==> src/framed_packet_deframer_crc8_assert.svh <==
// ----------------------------------------------------------------------------
// Assertion macros for the framed packet deframer
// Implication checks clocked on clk_i, inactive while rst_ni is low.
// ----------------------------------------------------------------------------
`ifndef FRAMED_PACKET_DEFRAMER_CRC8_ASSERT_SVH
`define FRAMED_PACKET_DEFRAMER_CRC8_ASSERT_SVH

// same-cycle implication
`define FPD_ASSERT_SAME(label, ante, cons) \
  label: assert property (@(posedge clk_i) disable iff (!rst_ni) (ante) |-> (cons)) \
    else $error("assertion failed");

// next-cycle implication
`define FPD_ASSERT_NEXT(label, ante, cons) \
  label: assert property (@(posedge clk_i) disable iff (!rst_ni) (ante) |=> (cons)) \
    else $error("assertion failed");

`endif

==> src/fpd_crc8_pkg.sv <==
// ----------------------------------------------------------------------------
// fpd_crc8_pkg
// Shared constants, types and CRC-8 helpers for the packet deframer.
// ----------------------------------------------------------------------------
package fpd_crc8_pkg;

  localparam int unsigned WindowDepth = 7;
  localparam int unsigned FillW       = 3;
  localparam int unsigned CfgIdxW     = 8;
  localparam int unsigned CrcMsgW     = 40;

  localparam logic [7:0] CrcPoly     = 8'h8C;
  localparam logic [7:0] HeaderReset = 8'h41;
  localparam logic [7:0] FooterReset = 8'h42;

  typedef enum logic [CfgIdxW-1:0] {
    RegHeader = 8'd0,
    RegFooter = 8'd1
  } cfg_reg_e;

  typedef struct packed {
    logic        hit;
    logic [7:0]  command;
    logic [31:0] payload;
  } match_t;

  function automatic logic [7:0] crc8_byte(logic [7:0] crc, logic [7:0] data);
    logic [7:0] c;
    logic [7:0] d;
    c = crc;
    d = data;
    for (int b = 0; b < 8; b++) begin
      if (c[0] ^ d[0]) begin
        c = (c >> 1) ^ CrcPoly;
      end else begin
        c = c >> 1;
      end
      d = d >> 1;
    end
    return c;
  endfunction

  function automatic logic [CrcMsgW-1:0][7:0] crc8_columns();
    logic [CrcMsgW-1:0][7:0] cols;
    logic [CrcMsgW-1:0]      msg;
    logic [7:0]              c;
    for (int k = 0; k < CrcMsgW; k++) begin
      msg    = '0;
      msg[k] = 1'b1;
      c      = '0;
      for (int i = 0; i < CrcMsgW / 8; i++) begin
        c = crc8_byte(c, msg[8*i +: 8]);
      end
      cols[k] = c;
    end
    return cols;
  endfunction

  localparam logic [CrcMsgW-1:0][7:0] CrcCols = crc8_columns();

  // CRC over five bytes as an XOR of per-bit columns, first byte in bits 7:0
  function automatic logic [7:0] crc8_five(logic [CrcMsgW-1:0] msg);
    logic [7:0] c;
    c = '0;
    for (int k = 0; k < CrcMsgW; k++) begin
      if (msg[k]) begin
        c = c ^ CrcCols[k];
      end
    end
    return c;
  endfunction

endpackage

==> src/fpd_crc8_match.sv <==
// ----------------------------------------------------------------------------
// fpd_crc8_match
// Checks a full window plus the new byte for header, footer and CRC-8.
// ----------------------------------------------------------------------------
module fpd_crc8_match (
  input  logic [fpd_crc8_pkg::WindowDepth-1:0][7:0] window_i,
  input  logic [7:0]                                rx_byte_i,
  input  logic [7:0]                                header_i,
  input  logic [7:0]                                footer_i,
  output fpd_crc8_pkg::match_t                      match_o
);

  logic [fpd_crc8_pkg::CrcMsgW-1:0] msg;
  logic [7:0]                       crc;

  assign msg = {window_i[5], window_i[4], window_i[3], window_i[2], window_i[1]};
  assign crc = fpd_crc8_pkg::crc8_five(msg);

  always_comb begin
    match_o.hit     = (window_i[0] == header_i) && (rx_byte_i == footer_i) &&
                      (window_i[6] == crc);
    match_o.command = window_i[1];
    match_o.payload = {window_i[5], window_i[4], window_i[3], window_i[2]};
  end

endmodule

==> src/framed_packet_deframer_crc8.sv <==
// ----------------------------------------------------------------------------
// framed_packet_deframer_crc8
// Byte-stream deframer: finds header/footer framed packets with CRC-8.
// ----------------------------------------------------------------------------
// Bytes enter on the in channel (in_valid_i/in_ready_o, rx_byte_i), one per
// item. Eight consecutive bytes form a packet when the first equals the header
// register, the last equals the footer register and byte 6 equals the CRC-8
// (reflected poly 0x8C, init 0) over bytes 1..5. Each packet gives one item on
// the out channel: command_o (byte 1) and payload_o (bytes 2..5, LSB first).
// A matched packet empties the window; a failed check drops the oldest byte.
// A byte is first held in the input register; its result, if any, is then
// written to the output register when the output side can take it.
// One byte per cycle is taken while no result is stalled, as the window
// update and CRC check between the two registers are combinational.
// The cfg channel writes header (index 0) or footer (index 1); other indexes
// are ignored. Write only while the block is idle.
// Reset empties the window and loads header 'A' and footer 'B'.
// When the receiver stalls a pending result, the input register fills and
// in_ready_o drops until out_ready_i returns.
// ----------------------------------------------------------------------------
`include "framed_packet_deframer_crc8_assert.svh"

module framed_packet_deframer_crc8 (
  input  logic                              clk_i,
  input  logic                              rst_ni,
  input  logic                              in_valid_i,
  output logic                              in_ready_o,
  input  logic [7:0]                        rx_byte_i,
  output logic                              out_valid_o,
  input  logic                              out_ready_i,
  output logic [7:0]                        command_o,
  output logic [31:0]                       payload_o,
  input  logic                              cfg_valid_i,
  output logic                              cfg_ready_o,
  input  logic [fpd_crc8_pkg::CfgIdxW-1:0]  cfg_index_i,
  input  logic [7:0]                        cfg_data_i
);

  localparam logic [fpd_crc8_pkg::FillW-1:0] FillFull =
    fpd_crc8_pkg::FillW'(fpd_crc8_pkg::WindowDepth);

  logic [7:0]                                header_q;
  logic [7:0]                                footer_q;
  logic                                      in_vld_q;
  logic [7:0]                                in_byte_q;
  logic [fpd_crc8_pkg::WindowDepth-1:0][7:0] win_q;
  logic [fpd_crc8_pkg::FillW-1:0]            fill_q;
  logic                                      out_vld_q;
  logic [7:0]                                cmd_q;
  logic [31:0]                               pay_q;
  logic                                      full;
  logic                                      adv;
  logic                                      in_fire;
  fpd_crc8_pkg::match_t                      match;

  assign full        = (fill_q == FillFull);
  assign adv         = in_vld_q && (!out_vld_q || out_ready_i);
  assign in_ready_o  = !in_vld_q || adv;
  assign in_fire     = in_valid_i && in_ready_o;
  assign cfg_ready_o = 1'b1;

  fpd_crc8_match u_match (
    .window_i  (win_q),
    .rx_byte_i (in_byte_q),
    .header_i  (header_q),
    .footer_i  (footer_q),
    .match_o   (match)
  );

  always_ff @(posedge clk_i or negedge rst_ni) begin
    if (!rst_ni) begin
      header_q <= fpd_crc8_pkg::HeaderReset;
      footer_q <= fpd_crc8_pkg::FooterReset;
    end else if (cfg_valid_i) begin
      unique case (cfg_index_i)
        fpd_crc8_pkg::RegHeader: header_q <= cfg_data_i;
        fpd_crc8_pkg::RegFooter: footer_q <= cfg_data_i;
        default: ;
      endcase
    end
  end

  always_ff @(posedge clk_i or negedge rst_ni) begin
    if (!rst_ni) begin
      in_vld_q <= 1'b0;
    end else if (in_ready_o) begin
      in_vld_q <= in_valid_i;
    end
  end

  always_ff @(posedge clk_i) begin
    if (in_fire) begin
      in_byte_q <= rx_byte_i;
    end
  end

  // advance the window: append while filling, clear on a match, else slide
  always_ff @(posedge clk_i or negedge rst_ni) begin
    if (!rst_ni) begin
      fill_q <= '0;
    end else if (adv) begin
      if (!full) begin
        fill_q <= fill_q + 1'b1;
      end else if (match.hit) begin
        fill_q <= '0;
      end
    end
  end

  always_ff @(posedge clk_i) begin
    if (adv) begin
      if (!full) begin
        win_q[fill_q] <= in_byte_q;
      end else if (!match.hit) begin
        for (int i = 0; i < fpd_crc8_pkg::WindowDepth - 1; i++) begin
          win_q[i] <= win_q[i+1];
        end
        win_q[fpd_crc8_pkg::WindowDepth-1] <= in_byte_q;
      end
    end
  end

  always_ff @(posedge clk_i or negedge rst_ni) begin
    if (!rst_ni) begin
      out_vld_q <= 1'b0;
    end else if (adv) begin
      out_vld_q <= full && match.hit;
    end else if (out_ready_i) begin
      out_vld_q <= 1'b0;
    end
  end

  always_ff @(posedge clk_i) begin
    if (adv && full && match.hit) begin
      cmd_q <= match.command;
      pay_q <= match.payload;
    end
  end

  assign out_valid_o = out_vld_q;
  assign command_o   = cmd_q;
  assign payload_o   = pay_q;

  `FPD_ASSERT_NEXT(a_match_empties_window, adv && full && match.hit, fill_q == '0)
  `FPD_ASSERT_NEXT(a_no_item_before_full, adv && !full, !out_vld_q)
  `FPD_ASSERT_SAME(a_stall_blocks_input, in_vld_q && out_vld_q && !out_ready_i, !in_ready_o)

endmodule

==> config.mk <==
export PLATFORM = sky130hd
export DESIGN_NAME = framed_packet_deframer_crc8
export DESIGN_NICKNAME = d
export VERILOG_FILES = /design/src/fpd_crc8_pkg.sv /design/src/fpd_crc8_match.sv /design/src/framed_packet_deframer_crc8.sv
export VERILOG_INCLUDE_DIRS = /design/src /design/src/src
export SDC_FILE = /design/constraint.sdc
export NUM_CORES = 1
export LEC_CHECK = 0
export BUFFER_PORTS_ARGS = -buffer_cell sky130_fd_sc_hd__buf_2
export CAP_MARGIN = 0
export CORE_UTILIZATION = 25
export CTS_BUF_LIST = sky130_fd_sc_hd__clkbuf_8
export CTS_CLUSTER_DIAMETER = 60
export DETAILED_ROUTE_END_ITERATION = 10
export GPL_TIMING_DRIVEN = 0
export PLACE_DENSITY = 0.49
export SETUP_SLACK_MARGIN = 0.2
export SKIP_LAST_GASP = 1
export SYNTH_ARGS = -nofsm -noshare
export SYNTH_HDL_FRONTEND = slang
export SYNTH_SLANG_ARGS = --single-unit
export TNS_END_PERCENT = 50
==> constraint.sdc <==
create_clock -name clk_i -period 5.5 [get_ports clk_i]
set_clock_uncertainty 0.05 [all_clocks]
set_input_delay 1.65 -clock clk_i [delete_from_list [all_inputs] [get_ports clk_i]]
set_output_delay 1.65 -clock clk_i [all_outputs]
set_load 0.05 [all_outputs]
* Yosys cells after proc, flatten, opt, wreduce, memory -nomap -nowiden
Index checks and enable logic that the tools add are counted.
** Operators by class
- $add $sub $neg :: 1
- Magnitude comparators :: 2
- Equality and inequality tests :: 7
- Multiplexer cells :: 49
- Bitwise gates (word level) :: 39
- Reduce and logical (&&, ||, !) cells :: 18
** Operators by type and width (count)
- 2-to-1 mux 8 bit :: 21
- 2-to-1 mux 56 bit :: 2
- inverter 5 bit :: 19
- 2-to-1 mux 7 bit :: 9
- inverter 3 bit :: 20
- bitwise mux 56 bit :: 1
- 2-to-1 mux 6 bit :: 7
- demux 8 bit (select 3 bit) :: 1
- equality test 8 bit :: 3
- 2-to-1 mux 5 bit :: 2
- 2-to-1 mux 3 bit :: 3
- equality test 8 x 1 -> 1 bit (second input constant) :: 1
- logical AND 1 bit :: 8
- logical NOT 8 bit :: 1
- AND reduction 2 bit :: 4
- less-than comparator 3 x 4 -> 1 bit (second input constant) :: 1
- 2-to-1 mux 4 bit :: 1
- adder 3 x 1 -> 3 bit (second input constant) :: 1
- equality test 3 bit (second input constant) :: 1
- greater-or-equal comparator 3 x 1 -> 1 bit (second input constant) :: 1
- logical NOT 1 bit :: 2
- logical OR 1 bit :: 2
- 2-to-1 mux 1 bit :: 2
- inequality test 2 x 1 -> 1 bit (second input constant) :: 1
- 2 further kinds :: 2
** Storage, ports and cells
- Register bits after elaboration :: 125
- Input bits :: 29
- Output and inout port bits :: 43

* Depth between registers and ports, before layout
Gate-level depths: netlist of the first run.
- Word-level depth :: 83
- Depth in mapped cells :: 8

* Modules after synthesis
From an unflattened synthesis of the first run, not the netlist that was laid out.
** Unflattened totals
- Cells, all modules :: 439
- Area total of the unflattened synthesis :: 6251.0 um^2
** By module, submodules not included
- framed_packet_deframer_crc8 :: instances 1, cells an instance 286, area an instance 4747.1 um^2, sequential area each 3653.5 um^2
- fpd_crc8_match :: instances 1, cells an instance 153, area an instance 1503.9 um^2, sequential area each 0.0 um^2

* Worst setup path before layout of the first run
Ideal clock, no wire load.
- Path kind :: flip-flop to flip-flop
- From :: reg win_q[34] in the netlist's numbering
- To :: reg cmd_q[0], in the netlist command_o[0] (enable)
- Setup time :: 437 ps
- Arrival :: 4275 ps
- Required time :: 5013 ps
- Path slack :: 738 ps
- Stages on the path, launching flop included :: 8
- Period minus slack after synthesis :: 4762 ps
- Path through :: edfxtp_1 -> xnor3_1 -> xnor3_2 -> xnor3_1 -> or3_4 -> a2111oi_4 -> nand3_1 -> nor2_1
** On the way
- Word-level cells in the longest chain between the ends :: 24
- Elaborated cells on any way between the ends :: 30
** RTL lines
- from (decl) :: RTL line framed_packet_deframer_crc8.sv:46 : logic [fpd_crc8_pkg::WindowDepth-1:0][7:0] win_q;
- from (signal, indexed assignment) :: RTL line framed_packet_deframer_crc8.sv:113 : win_q[fill_q] <= in_byte_q;
- from (signal, indexed assignment) :: RTL line framed_packet_deframer_crc8.sv:116 : win_q[i] <= win_q[i+1];
- from (signal, indexed assignment) :: RTL line framed_packet_deframer_crc8.sv:118 : win_q[fpd_crc8_pkg::WindowDepth-1] <= in_byte_q;
- 2-to-1 mux 6 bit (*) :: RTL line fpd_crc8_pkg.sv:66 : if (msg[k]) begin
- inverter 5 bit (no line) or 2-to-1 mux 7 bit (tied branches)
- 2-to-1 mux 7 bit (*) :: RTL line fpd_crc8_pkg.sv:66
- 2-to-1 mux 8 bit (*) (2 in series) :: RTL line fpd_crc8_pkg.sv:66
- inverter 5 bit (no line)
- 2-to-1 mux 8 bit (*) :: RTL line fpd_crc8_pkg.sv:66
- inverter 5 bit (no line)
- 2-to-1 mux 6 bit (*) :: RTL line fpd_crc8_pkg.sv:66
- (+7 left out)
- inverter 3 bit (no line) or 2-to-1 mux 8 bit (tied branches)
- 2-to-1 mux 6 bit (*) :: RTL line fpd_crc8_pkg.sv:66
- inverter 3 bit (no line) or 2-to-1 mux 7 bit (tied branches)
- 2-to-1 mux 7 bit (*) :: RTL line fpd_crc8_pkg.sv:66
- 2-to-1 mux 8 bit (*) :: RTL line fpd_crc8_pkg.sv:66
- equality test 8 bit (*) :: RTL line fpd_crc8_match.sv:21 : (window_i[6] == crc);
- logical AND 1 bit (*) :: RTL line fpd_crc8_match.sv:20 : match_o.hit = (window_i[0] == header_i) && (rx_byte_i == footer_i) &&
- logical AND 1 bit (*) :: RTL line framed_packet_deframer_crc8.sv:134 : if (adv && full && match.hit) begin
- to (signal assigned) :: RTL line framed_packet_deframer_crc8.sv:135 : cmd_q <= match.command;
- to (decl) :: RTL line framed_packet_deframer_crc8.sv:49 : logic [7:0] cmd_q;
Every way passes the cells marked *; elsewhere a longest branch is shown, timed or not.
A chain may end at the register's enable or synchronous reset.

* Worst setup path in the final report of the first run
- From :: in out_ready_i
- To :: out in_ready_o
** On the way
- Word-level cells in the longest chain between the ends :: 3
** RTL lines
- from (decl) :: RTL line framed_packet_deframer_crc8.sv:30 : input logic out_ready_i,
- logical OR 1 bit :: RTL line framed_packet_deframer_crc8.sv:57 : assign adv = in_vld_q && (!out_vld_q || out_ready_i);
- logical AND 1 bit :: RTL line framed_packet_deframer_crc8.sv:57
- logical OR 1 bit :: RTL line framed_packet_deframer_crc8.sv:58 : assign in_ready_o = !in_vld_q || adv;
- to (decl) :: RTL line framed_packet_deframer_crc8.sv:27 : output logic in_ready_o,
Every way passes these cells.

==> impl_results.md, run 1 <==
- Status: finished, final reports clean
- CP dominant cell by count: buf_2
- Max frequency: 0.242 GHz
- Top cells by count, synth: edfxtp_1 (104), nand2_1 (63), xnor2_1 (58)
- Post-Place Cells: 806
- Power Dens Cells: 472 nW/µm²
- WL/cell: 17.5 µm
- Iter 0 DRT Violations: 276
- Synth top area cells: edfxtp_1 (53%), xnor2_1 (8.7%), dfrtp_1 (7.3%), xnor3_1 (6.9%), o21ai_0 (4.1%)
- Fin nets: 544
- Initial Util: 0.257
- Number of buffers added on ports: 70
- Cell Rows: 55
- Core region area: 22,800 µm²
- Largest net degree at the start of global routing: 27
- Syn Area/Cell: 13.9 µm²
- Worst rel slew slack: 0.316
- CTS tree: built
- Post-synth ARST share: 0.168
- Number of global-route vias before repair: 3,699
- Vias: 3,618
- Postcts setup bufs: 0
- Mapped Area: 5850 µm²
- Register area share after synthesis: 0.624
- Fin worst setup slack: 1.37 ns
- Final wirelength: 14,700 µm
- WHS: 0.413 ns
- CP Data Required Time: 3.80 ns
- Num CTS Buffers: 17
- Post-CTS Hold Buffers: 0
- Final cell count without fillers: 838
- Post-DP HPWL: 10,800 µm
- Post-synthesis cell type count: 41
- Resized Gates After CTS: 0
- Delay-heaviest family, CP: simple AND/OR/NAND/NOR gates
- Worst min path class: register to register
- Syn Nets: 454
- RSZ-0062 raised after global routing: false
- Number of synthesized flops with an enable pin: 104
- Via density: 4.32
- Final Hold Fails: 0
- Final Critical Period: 4.13 ns
- Crit-path cells: buf_2 > nand2b_1 > or2_2 > buf_2
- Slew @ Worst Pin: 1.03 ns
- Total global routing track utilization: 0.130
- Bufs and invs on worst path: 2
- First drt pass iteration count: 5
- Count leader, synth: edfxtp_1
- Layout cells sized above 1: 0.242
- Chip width: 155 µm
- CP max-delay cell: or2_2
- Antenna-violating nets left: 0
- # DRC: 0
- First-pass GRT wire length: 22,500 µm
- Io pins: 72
- CP endpoint kind: output pin
- Max-cap violations: 0
- Die height: 155 µm
- Fin. max-slew vios: 0
- Crit Path Class: input port to output pin
- H-Tree Depth: 4
- Startpoint types: input port
- Most common flop cell mapped by yosys: edfxtp_1
- Final Setup Violations: 0
- DP Worst Slack: 1.37 ns
- Top cell type's share of synthesized area: 0.534
- Area Overhead vs Synth: 20.5%
- Grt ovf: 0
- Power Total: 3.33 mW
- Area leader, netlist: edfxtp_1
- Clk buf depth: 2
- LEAKAGE: 2.59 nW
- Root Driver: clkbuf_8
- Cells after Synth: 422
- Die area: 24,000 µm²
- Max rail drop VDD: 0.000190 V
- CP Max Fanout: 4
- Antenna violations before repair: 0
- Ys Warns: 0
- CP arrival: 2.43 ns
- Seq cells post-synth: 125
- Final Util: 0.310
- CP peak stage delay: 0.30 ns
- Reg clk slew, reported paths: 0.08 ns
- # diodes: 0
- Worst-Skew Late Latency: 0.44 ns
- Clk sink count: 125
- Final Cycle Share: 0.751
- Final Wtd Congestion: 0.880
## power breakdown
| group | total, mW | switching, mW | internal, mW |
|---|---|---|---|
| Sequential | 1.34 | 0.139 | 1.20 |
| Combinational | 1.15 | 0.575 | 0.571 |
| Clock | 0.846 | 0.367 | 0.480 |
## placed cells by master (no fill, tap or decap), drive strengths merged, types with 4 or more instances in the layout
cell type  count
inv           12
clkinvlp       4
xnor2         58
o22ai          4
dfrtp         17
nand2         63
o21ai         49
xor2          11
nand3          4
buf           73
dfstp          4
nor2b          8
mux2          16
nand4          4
xnor3         19
nor2           4
clkbuf        28
edfxtp       104
## registers in the layout, summed over array words and instances (netlist names)
register,flops
win_q,56
command_o,8
fill_q,3
in_vld_q,1
header_q,8
payload_o,32
footer_q,8
in_byte_q,8
out_valid_o,1
## per-stage QoR
step	area (µm²)	setup TNS [ns]
4_1_cts	7050	0
3_3_place_gp	6600	-14.36
5_1_grt	7050	0
6_report	7050	0
3_5_place_dp	6630	0
2_1_floorplan	5850	0
## cell families (layout without fill, tap and decap cells)
group           after synthesis  after routing  synth area share
simple gates                106            106            0.0855
buf+inv                      20            123            0.0135
compound gates               63             63            0.0624
mux                          16             16            0.0308
xor+xnor                     88             88             0.177
fa+ha+maj                     3              3           0.00641
other cells                   1              1          0.000641
flops                       125            125             0.624
## routing by layer
layer | GRT usage | part of all wire | vias up
met5 | 0 | 0 | -
met4 | 0.0542 | 0.021 | 0
met3 | 0.0354 | 0.069 | 22
met2 | 0.201 | 0.46 | 149
met1 | 0.171 | 0.45 | 1755
li1 | - | - | 1692
## final timing paths
| path | from | to | slack [ns] | cells after the start |
|---|---|---|---|---|
| setup reg to reg | win_q[13]$_DFFE_PP_ | payload_o[11]$_DFFE_PP_ | 1.45 | 8 |
| hold / removal | win_q[23]$_DFFE_PP_ | payload_o[7]$_DFFE_PP_ | 0.41 | 0 |
| max in group asynchronous | rst_ni | footer_q[6]$_DFFE_PN1P_ | 3.94 | 1 |
| hold reg to reg | win_q[23]$_DFFE_PP_ | payload_o[7]$_DFFE_PP_ | 0.41 | 0 |
| setup / recovery | out_ready_i | in_ready_o | 1.37 | 4 |
| min in group asynchronous | rst_ni | in_vld_q$_DFFE_PN0N_ | 1.11 | 1 |
## layout make-up
type                            count  area [µm²]
Timing Repair Buffer               71         378
Tap cell                          313         392
Sequential cell                   125        3650
Buffer                             10        41.3
Inverter                           10        37.5
Clock inverter                     12         146
Clock buffer                       20         275
Multi-Input combinational cell    277        2130
Fill cell                        2313       15700
(Power assumes the default switching activity.)
==> run 2, diff against run 1 <==
--- a/config.mk
+++ b/config.mk
@@ -6,6 +6,7 @@
 export SDC_FILE = /design/constraint.sdc
 export NUM_CORES = 1
 export LEC_CHECK = 0
+export ABC_AREA = 1
 export BUFFER_PORTS_ARGS = -buffer_cell sky130_fd_sc_hd__buf_2
 export CAP_MARGIN = 0
 export CORE_UTILIZATION = 25
@@ -13,7 +14,7 @@
 export CTS_CLUSTER_DIAMETER = 60
 export DETAILED_ROUTE_END_ITERATION = 10
 export GPL_TIMING_DRIVEN = 0
-export PLACE_DENSITY = 0.49
+export PLACE_DENSITY = 0.48
 export SETUP_SLACK_MARGIN = 0.2
 export SKIP_LAST_GASP = 1
 export SYNTH_ARGS = -nofsm -noshare
==> constraint.sdc (replaced) <==
create_clock -name clk_i -period 4 [get_ports clk_i]
set_clock_uncertainty 0.05 [all_clocks]
set_input_delay 1.2 -clock clk_i [delete_from_list [all_inputs] [get_ports clk_i]]
set_output_delay 1.2 -clock clk_i [all_outputs]
set_load 0.05 [all_outputs]
==> run 2 against run 1 <==
  * Die area up 19%
  * Wire length up 44%
  * Total power up 40%
  * Cell count up 58%
  * Global-route usage up 2.3 points
  * Count of clock-buffer cells in the layout down 3
  * Clock power up 50%
  * Largest cell class unchanged
  * Largest power group unchanged
  * Highest routed layer unchanged
==> impl_results.md, run 2 <==
- Final Hold Fails: 0 (unchanged)
- Layout cells sized above 1: 0.155 (-0.0866)
- Worst-Skew Late Latency: 0.45 ns (about the same)
- Number of global-route vias before repair: 5,542 (+50%)
- Clk sink count: 125 (unchanged)
- Seq cells post-synth: 125 (unchanged)
- CP max-delay cell: edfxtp_1
- Slew @ Worst Pin: 0.893 ns (-0.133 ns)
- Fin nets: 972 (+79%)
- Post-CTS Hold Buffers: 0 (unchanged)
- Max-cap violations: 0 (unchanged)
- Number of buffers added on ports: 70 (unchanged)
- Crit Path Class: register to register
- Max rail drop VDD: 0.000183 V (-3.7%)
- Max frequency: 0.319 GHz
- Antenna violations before repair: 0 (unchanged)
- Final Util: 0.304 (-0.00558)
- CP Data Required Time: 4.09 ns (+0.29 ns)
- Most frequent cells in the layout: nand2_1 (325), inv_1 (107), edfxtp_1 (104)
- Post-synthesis cell type count: 31 (-24%)
- Top reg by flops: win_q
- Synth top area cells: edfxtp_1 (45%), nand2_1 (17%), dfrtp_1 (6.1%), inv_1 (5.6%), nand3_1 (5.3%)
- Post-DP HPWL: 15,900 µm (+48%)
- CP peak stage delay: 0.41 ns (+0.11 ns)
- Area Overhead vs Synth: 18.2%
- CP Max Fanout: 40 (+36)
- Vias: 5,866 (+62%)
- Cell Area, Placed: 7820 µm² (+18%)
- Area leader, netlist: edfxtp_1
- Final Critical Period: 3.14 ns
- Total global routing track utilization: 0.153 (+0.0235)
- Post-synth ARST share: 0.168 (unchanged)
- Register area share after synthesis: 0.523 (-0.101)
- Reg clk slew, reported paths: 0.08 ns (about the same)
- Core region area: 27,200 µm² (+19%)
- Crit-path cells: buf_4 > xnor2_1 > inv_1 > nand3_1 > nand4_1 > nand2_1 > nand2_1 > inv_1 > nor2_1 > nor2_2 > nand3_2 > nor2_1 > nand2_1 > inv_2 > buf_12
- Top cells by count, synth: nand2_1 (325), edfxtp_1 (104), inv_1 (104)
- Syn Nets: 882 (+94%)
- Clk buf depth: 2 (unchanged)
- Final Wtd Congestion: 0.912 (+3.6%)
- LEAKAGE: 3.93 nW (+51%)
- Io pins: 72 (unchanged)
- Ys Warns: 0 (unchanged)
- Resized Gates After CTS: 0 (unchanged)
- First drt pass iteration count: 5 (unchanged)
- Fin. max-slew vios: 0 (unchanged)
- Worst rel slew slack: 0.402 (+0.0858)
- Number of synthesized flops with an enable pin: 104 (unchanged)
- First-pass GRT wire length: 32,100 µm (+42%)
- Cell Rows: 60 (+9.1%)
- CP arrival: 3.23 ns (+0.80 ns)
- Top cell type's share of synthesized area: 0.447 (-0.0866)
- Iter 0 DRT Violations: 449 (+63%)
- Final wirelength: 21,100 µm (+44%)
- Grt ovf: 0 (unchanged)
- Worst min path class: register to register
- Mapped Area: 6990 µm² (+19%)
- # diodes: 0 (unchanged)
- CP endpoint kind: register
- Filler cells: 2,953 (+28%)
- H-Tree Depth: 4 (unchanged)
- Most common cell after layout, fill and taps aside: nand2_1
- Finished Cell Area: 8260 µm² (+17%)
- Initial Util: 0.257 (about the same)
- Die area: 28,600 µm² (+19%)
- Power Dens Cells: 565 nW/µm² (+20%)
- Antenna-violating nets left: 0 (unchanged)
- Postcts setup bufs: 0 (unchanged)
- Most common flop cell mapped by yosys: edfxtp_1
- Max FFs per register: 56 (unchanged)
- CTS tree: built
- Via density: 4.43 (+2.5%)
- RSZ-0062 raised after global routing: false
- Largest net degree at the start of global routing: 41 (+52%)
- Cells after Synth: 850 (+100%)
- Syn Area/Cell: 8.22 µm² (-41%)
- Root Driver: clkbuf_8
- CP dominant cell by count: nand2_1
- Num CTS Buffers: 17 (unchanged)
- # DRC: 0 (unchanged)
- Chip width: 169 µm (+9.1%)
- Startpoint types: register
- Count leader, synth: nand2_1
- Status: finished, final reports clean
- Final Setup Violations: 0 (unchanged)
- Die height: 169 µm (+9.1%)
- Final Cycle Share: 0.785
- WL/cell: 16.0 µm (-8.8%)
[run 2: changes by cell type in the layout (fill, tap and decap cells not counted), sizes merged, moves of 4 or more]
| cell | before | now |
|---|---|---|
| nand2 | 63 | 333 |
| inv | 12 | 120 |
| nand3 | 4 | 76 |
| nor2 | 4 | 48 |
| xnor2 | 58 | 15 |
| o22ai | 4 | 42 |
| o21ai | 49 | 22 |
| xnor3 | 19 | 0 |
| mux2 | 16 | 0 |
| xor2 | 11 | 26 |
| nor2b | 8 | 0 |
| buf | 73 | 80 |
| a21oi | 2 | 6 |
[run 2: worst max-delay path, delay by kind of cell, from the launching register on]
family                    cells  cell delay (ns)
and+or+nand+nor               9             1.15
xor gates and xnor gates      1             0.40
DFF                           1             0.41
buffers and inverters         5             0.79
[run 2: metrics by stage]
step / instances / worst slack [ns] / power (mW) / setup TNS (ns) / hold WS (ns)
global route: 1325 / 0.655 / 4.97 / 0 / 0.419
floorplan: 850 / 1.08 / 2.92 / 0 / 0.371
finish: 1325 / 0.860 / 4.67 / 0 / 0.397
global placement: 1292 / -0.161 / 3.40 / -6.14 / 0.379
detailed placement: 1293 / 0.800 / 3.41 / 0 / 0.379
CTS: 1325 / 0.782 / 4.69 / 0 / 0.399
[run 2: worst paths after layout]
check | start | endpoint | slack [ns] | depth (start not counted)
min in group asynchronous | rst_ni | in_vld_q$_DFFE_PN0N_ | 0.64 | 1
min | win_q[23]$_DFFE_PP_ | payload_o[7]$_DFFE_PP_ | 0.40 | 0
max in group asynchronous | rst_ni | header_q[0]$_DFFE_PN1P_ | 2.91 | 1
min reg2reg | win_q[23]$_DFFE_PP_ | payload_o[7]$_DFFE_PP_ | 0.40 | 0
max | win_q[40]$_DFFE_PP_ | payload_o[11]$_DFFE_PP_ | 0.86 | 15
max reg2reg | win_q[40]$_DFFE_PP_ | payload_o[11]$_DFFE_PP_ | 0.86 | 15
[run 2: layer usage]
metal / up-vias / GRT usage / part of all wire
li1: 2954 / - / -
met1: 2684 / 0.203 / 0.46
met2: 201 / 0.244 / 0.45
met3: 27 / 0.0361 / 0.061
met4: 0 / 0.0548 / 0.025
met5: - / 0 / 0
[run 2: area by class of cell]
cell class	instances	area, µm²	area share
sequential	125	3650	0.442
tap	372	465	0.0563
clock buffer	17	234	0.0283
timing repair buffer	71	370	0.0448
clock inverter	15	205	0.0248
multi-input combinational	592	2820	0.341
inverter	115	432	0.0522
buffer	18	86.3	0.0104
[run 2: power by group]
| group | leakage [nW] | internal (mW) | switching, mW |
|---|---|---|---|
| clock | 0.226 | 0.731 | 0.542 |
| sequential | 1.23 | 1.63 | 0.178 |
| combinational | 2.47 | 0.501 | 1.09 |
[run 2: kinds of logic (layout without fill, tap and decap cells)]
family / Yosys count / after routing / share of synthesized area
compound gates: 73 / 73 / 0.0623
xor+xnor: 41 / 41 / 0.0514
fa+ha+maj: 3 / 3 / 0.00537
buf+inv: 133 / 236 / 0.0741
flops: 125 / 125 / 0.523
other cells: 1 / 1 / 0.000537
simple gates: 474 / 474 / 0.283
==> run 3, diff against run 2 <==
--- a/config.mk
+++ b/config.mk
@@ -6,7 +6,7 @@
 export SDC_FILE = /design/constraint.sdc
 export NUM_CORES = 1
 export LEC_CHECK = 0
-export ABC_AREA = 1
+export ABC_AREA = 0
 export BUFFER_PORTS_ARGS = -buffer_cell sky130_fd_sc_hd__buf_2
 export CAP_MARGIN = 0
 export CORE_UTILIZATION = 25
@@ -14,7 +14,7 @@
 export CTS_CLUSTER_DIAMETER = 60
 export DETAILED_ROUTE_END_ITERATION = 10
 export GPL_TIMING_DRIVEN = 0
-export PLACE_DENSITY = 0.48
+export PLACE_DENSITY = 0.49
 export SETUP_SLACK_MARGIN = 0.2
 export SKIP_LAST_GASP = 1
 export SYNTH_ARGS = -nofsm -noshare
==> constraint.sdc (replaced) <==
create_clock -name clk_i -period 3.09 [get_ports clk_i]
set_clock_uncertainty 0.05 [all_clocks]
set_input_delay 0.927 -clock clk_i [delete_from_list [all_inputs] [get_ports clk_i]]
set_output_delay 0.927 -clock clk_i [all_outputs]
set_load 0.05 [all_outputs]
==> run 3 against run 2 <==
  * Highest routed layer unchanged
  * Critical path depth decreased by 7
  * Total power increased by 31%
  * The run now ends with setup timing left
  * Non-clock buffer count increased by 30
==> impl_results.md, run 3 (same netlist as run 1, synthesis figures left out) <==
- Status: complete, but fails checks
- Failing checks: setup timing
- Power Dens Cells: 808 nW/µm² (+43%)
- Chip width: 155 µm (-8.4%)
- Area Overhead vs Synth: 29.2%
- Root Driver: clkbuf_8
- Max rail drop VDD: 0.000408 V (+120%)
- Worst min path class: input port to async pin
- # DRC: 0 (unchanged)
- Die area: 24,000 µm² (-16%)
- First-pass GRT wire length: 23,300 µm (-27%)
- CP dominant cell by count: xnor3_1
- Iter 0 DRT Violations: 261 (-42%)
- First drt pass iteration count: 5 (unchanged)
- Slew @ Worst Pin: 0.872 ns (-0.0212 ns)
- CTS tree: built
- WHS: 0.380 ns (-0.0173 ns)
- Antenna violations before repair: 0 (unchanged)
- Io pins: 72 (unchanged)
- Number of global-route vias before repair: 3,925 (-29%)
- Worst rel slew slack: 0.416 (+0.0142)
- Final Critical Period: 3.17 ns (+0.0288 ns)
- Fin nets: 585 (-40%)
- Core region area: 22,800 µm² (-16%)
- Filler cells: 2,304 (-22%)
- Reg clk slew, reported paths: 0.07 ns (about the same)
- Via density: 4.42 (-0.19%)
- Die height: 155 µm (-8.4%)
- Final Wtd Congestion: 0.881 (-3.4%)
- Top reg by flops: win_q
- Vias: 3,884 (-34%)
- Finished Cell Area: 7560 µm² (-8.5%)
- CP Data Required Time: 3.21 ns (-0.88 ns)
- Antenna-violating nets left: 0 (unchanged)
- Max-cap violations: 0 (unchanged)
- Post-DP HPWL: 10,700 µm (-33%)
- CP max-delay cell: edfxtp_1
- Largest net degree at the start of global routing: 22 (-46%)
- Cell Rows: 55 (-8.3%)
- Grt ovf: 0 (unchanged)
- Crit Path Class: register to register
- Delay-heaviest family, CP: XOR/XNOR gates
- Max frequency: 0.316 GHz (-0.91%)
- Switching part of the total: 0.355 (-0.0323)
- CP peak stage delay: 0.49 ns (+0.08 ns)
- RSZ-0062 raised after global routing: true
- Final Cycle Share: 1.03 (+0.240)
- Clk sink count: 125 (unchanged)
- CP endpoint kind: register
- Number of buffers added on ports: 70 (unchanged)
- Final Util: 0.332 (+0.0279)
- Cell Area, Placed: 6620 µm² (-15%)
- CP Max Fanout: 5 (-88%)
- Most common cell after layout, fill and taps aside: edfxtp_1
- Multi-input gate area: 2380 µm² (-15%)
- Total global routing track utilization: 0.135 (-0.0181)
- Final Setup Violations: 48 (+48)
- Fin. max-slew vios: 0 (unchanged)
- Fin worst setup slack: -0.0784 ns (-0.939 ns)
- Post-CTS Hold Buffers: 0 (unchanged)
- Crit-path cells: xnor3_1 > xor2_2 > xnor3_1 > or3_4 > a2111oi_4 > nand3_4 > nor2_4 > clkbuf_16
- Int Power: 3.94 mW (+38%)
- H-Tree Depth: 4 (unchanged)
- LEAKAGE: 2.83 nW (-28%)
- Layout cells sized above 1: 0.339 (+0.184)
- Seq pwr share: 0.388 (about the same)
- WL/cell: 17.8 µm (+11%)
- Bufs and invs on worst path: 1 (-4)
- Switch Pwr: 2.17 mW (+20%)
- Register area: 3650 µm² (unchanged)
- Final Hold Fails: 0 (unchanged)
- Clk buf depth: 2 (unchanged)
- Clock Power Share: 0.201 (-0.072)
- # diodes: 0 (unchanged)
- Final wirelength: 15,600 µm (-26%)
- DP Worst Slack: -0.812 ns (-1.61 ns)
- Comb pwr share: 0.411 (+0.071)
- Max FFs per register: 56 (unchanged)
- Initial Util: 0.257 (about the same)
- Worst-Skew Late Latency: 0.45 ns (about the same)
- CP arrival: 3.28 ns (+0.05 ns)
- Startpoint types: register
- Num CTS Buffers: 17 (unchanged)
- Most frequent cells in the layout: edfxtp_1 (104), buf_2 (70), nand2_1 (63)
run 3: changes by cell type in the layout (fill, tap and decap cells not counted), moves of 10 or more:
cell and delta:
nand2_1 -262, inv_1 -96, nand3_1 -71, o22ai_1 -42, nor2_1 -34, xnor2_1 +33
buf_4 +29, o21ai_0 +26, xnor3_1 +18, xor2_1 -17, mux2_2 +16, inv_2 -12
nor2_2 -11, xnor2_2 +10
run 3: area by class of cell:
cell class                      instances  area share
Buffer                                 10     0.00596
Clock buffer                           17      0.0309
Clock inverter                         15      0.0134
Inverter                               10     0.00497
Multi-Input combinational cell        280       0.315
Sequential cell                       125       0.483
Tap cell                              313      0.0518
Timing Repair Buffer                  109      0.0943
run 3: worst paths after layout:
check | start | endpoint | slack (ns) | cells after the start
min in group clk_i | win_q[20]$_DFFE_PP_ | payload_o[4]$_DFFE_PP_ | 0.47 | 0
min | rst_ni | footer_q[3]$_DFFE_PN0P_ | 0.38 | 1
min reg2reg | win_q[20]$_DFFE_PP_ | payload_o[4]$_DFFE_PP_ | 0.47 | 0
max reg2reg | win_q[36]$_DFFE_PP_ | payload_o[24]$_DFFE_PP_ | -0.08 | 8
max in group asynchronous | rst_ni | header_q[0]$_DFFE_PN1P_ | 2.26 | 1
max | win_q[36]$_DFFE_PP_ | payload_o[24]$_DFFE_PP_ | -0.08 | 8
run 3: repair_timing:
action | in CTS | in global routing
resized for setup | 38 | 3
gates cloned | 3 | 1
pin swaps | 10 | 13
buffers inserted | 25 | 13
setup endpoints to repair | 98 | 100
run 3: stage by stage:
| stage | power (mW) | cells | setup TNS [ns] |
|---|---|---|---|
| floorplan | 3.97 | 422 | -6.72 |
| global placement | 4.43 | 805 | -46.67 |
| detailed placement | 4.45 | 805 | -50.40 |
| CTS | 6.00 | 865 | -5.18 |
| global route | 6.43 | 879 | -10.21 |
| finish | 6.11 | 879 | -2.63 |
run 3: per-layer routing:
layer  share of wire  track usage  routed length (µm)  vias to the layer above
met1            0.45        0.173                6980                     1919
met2            0.47        0.216                7270                      151
met4           0.024       0.0580                 378                        0
li1                -            -                   -                     1785
met3           0.063       0.0345                 977                       29
met5               0            0                   0                        -
run 3: power by group through the flow:
stage	logic [mW]	clock network [mW]	registers [mW]
3_3_place_gp	2.02	0	2.41
5_1_grt	2.71	1.33	2.39
4_1_cts	2.37	1.27	2.36
2_1_floorplan	1.67	0	2.30
6_report	2.51	1.23	2.37
3_5_place_dp	2.04	0	2.41
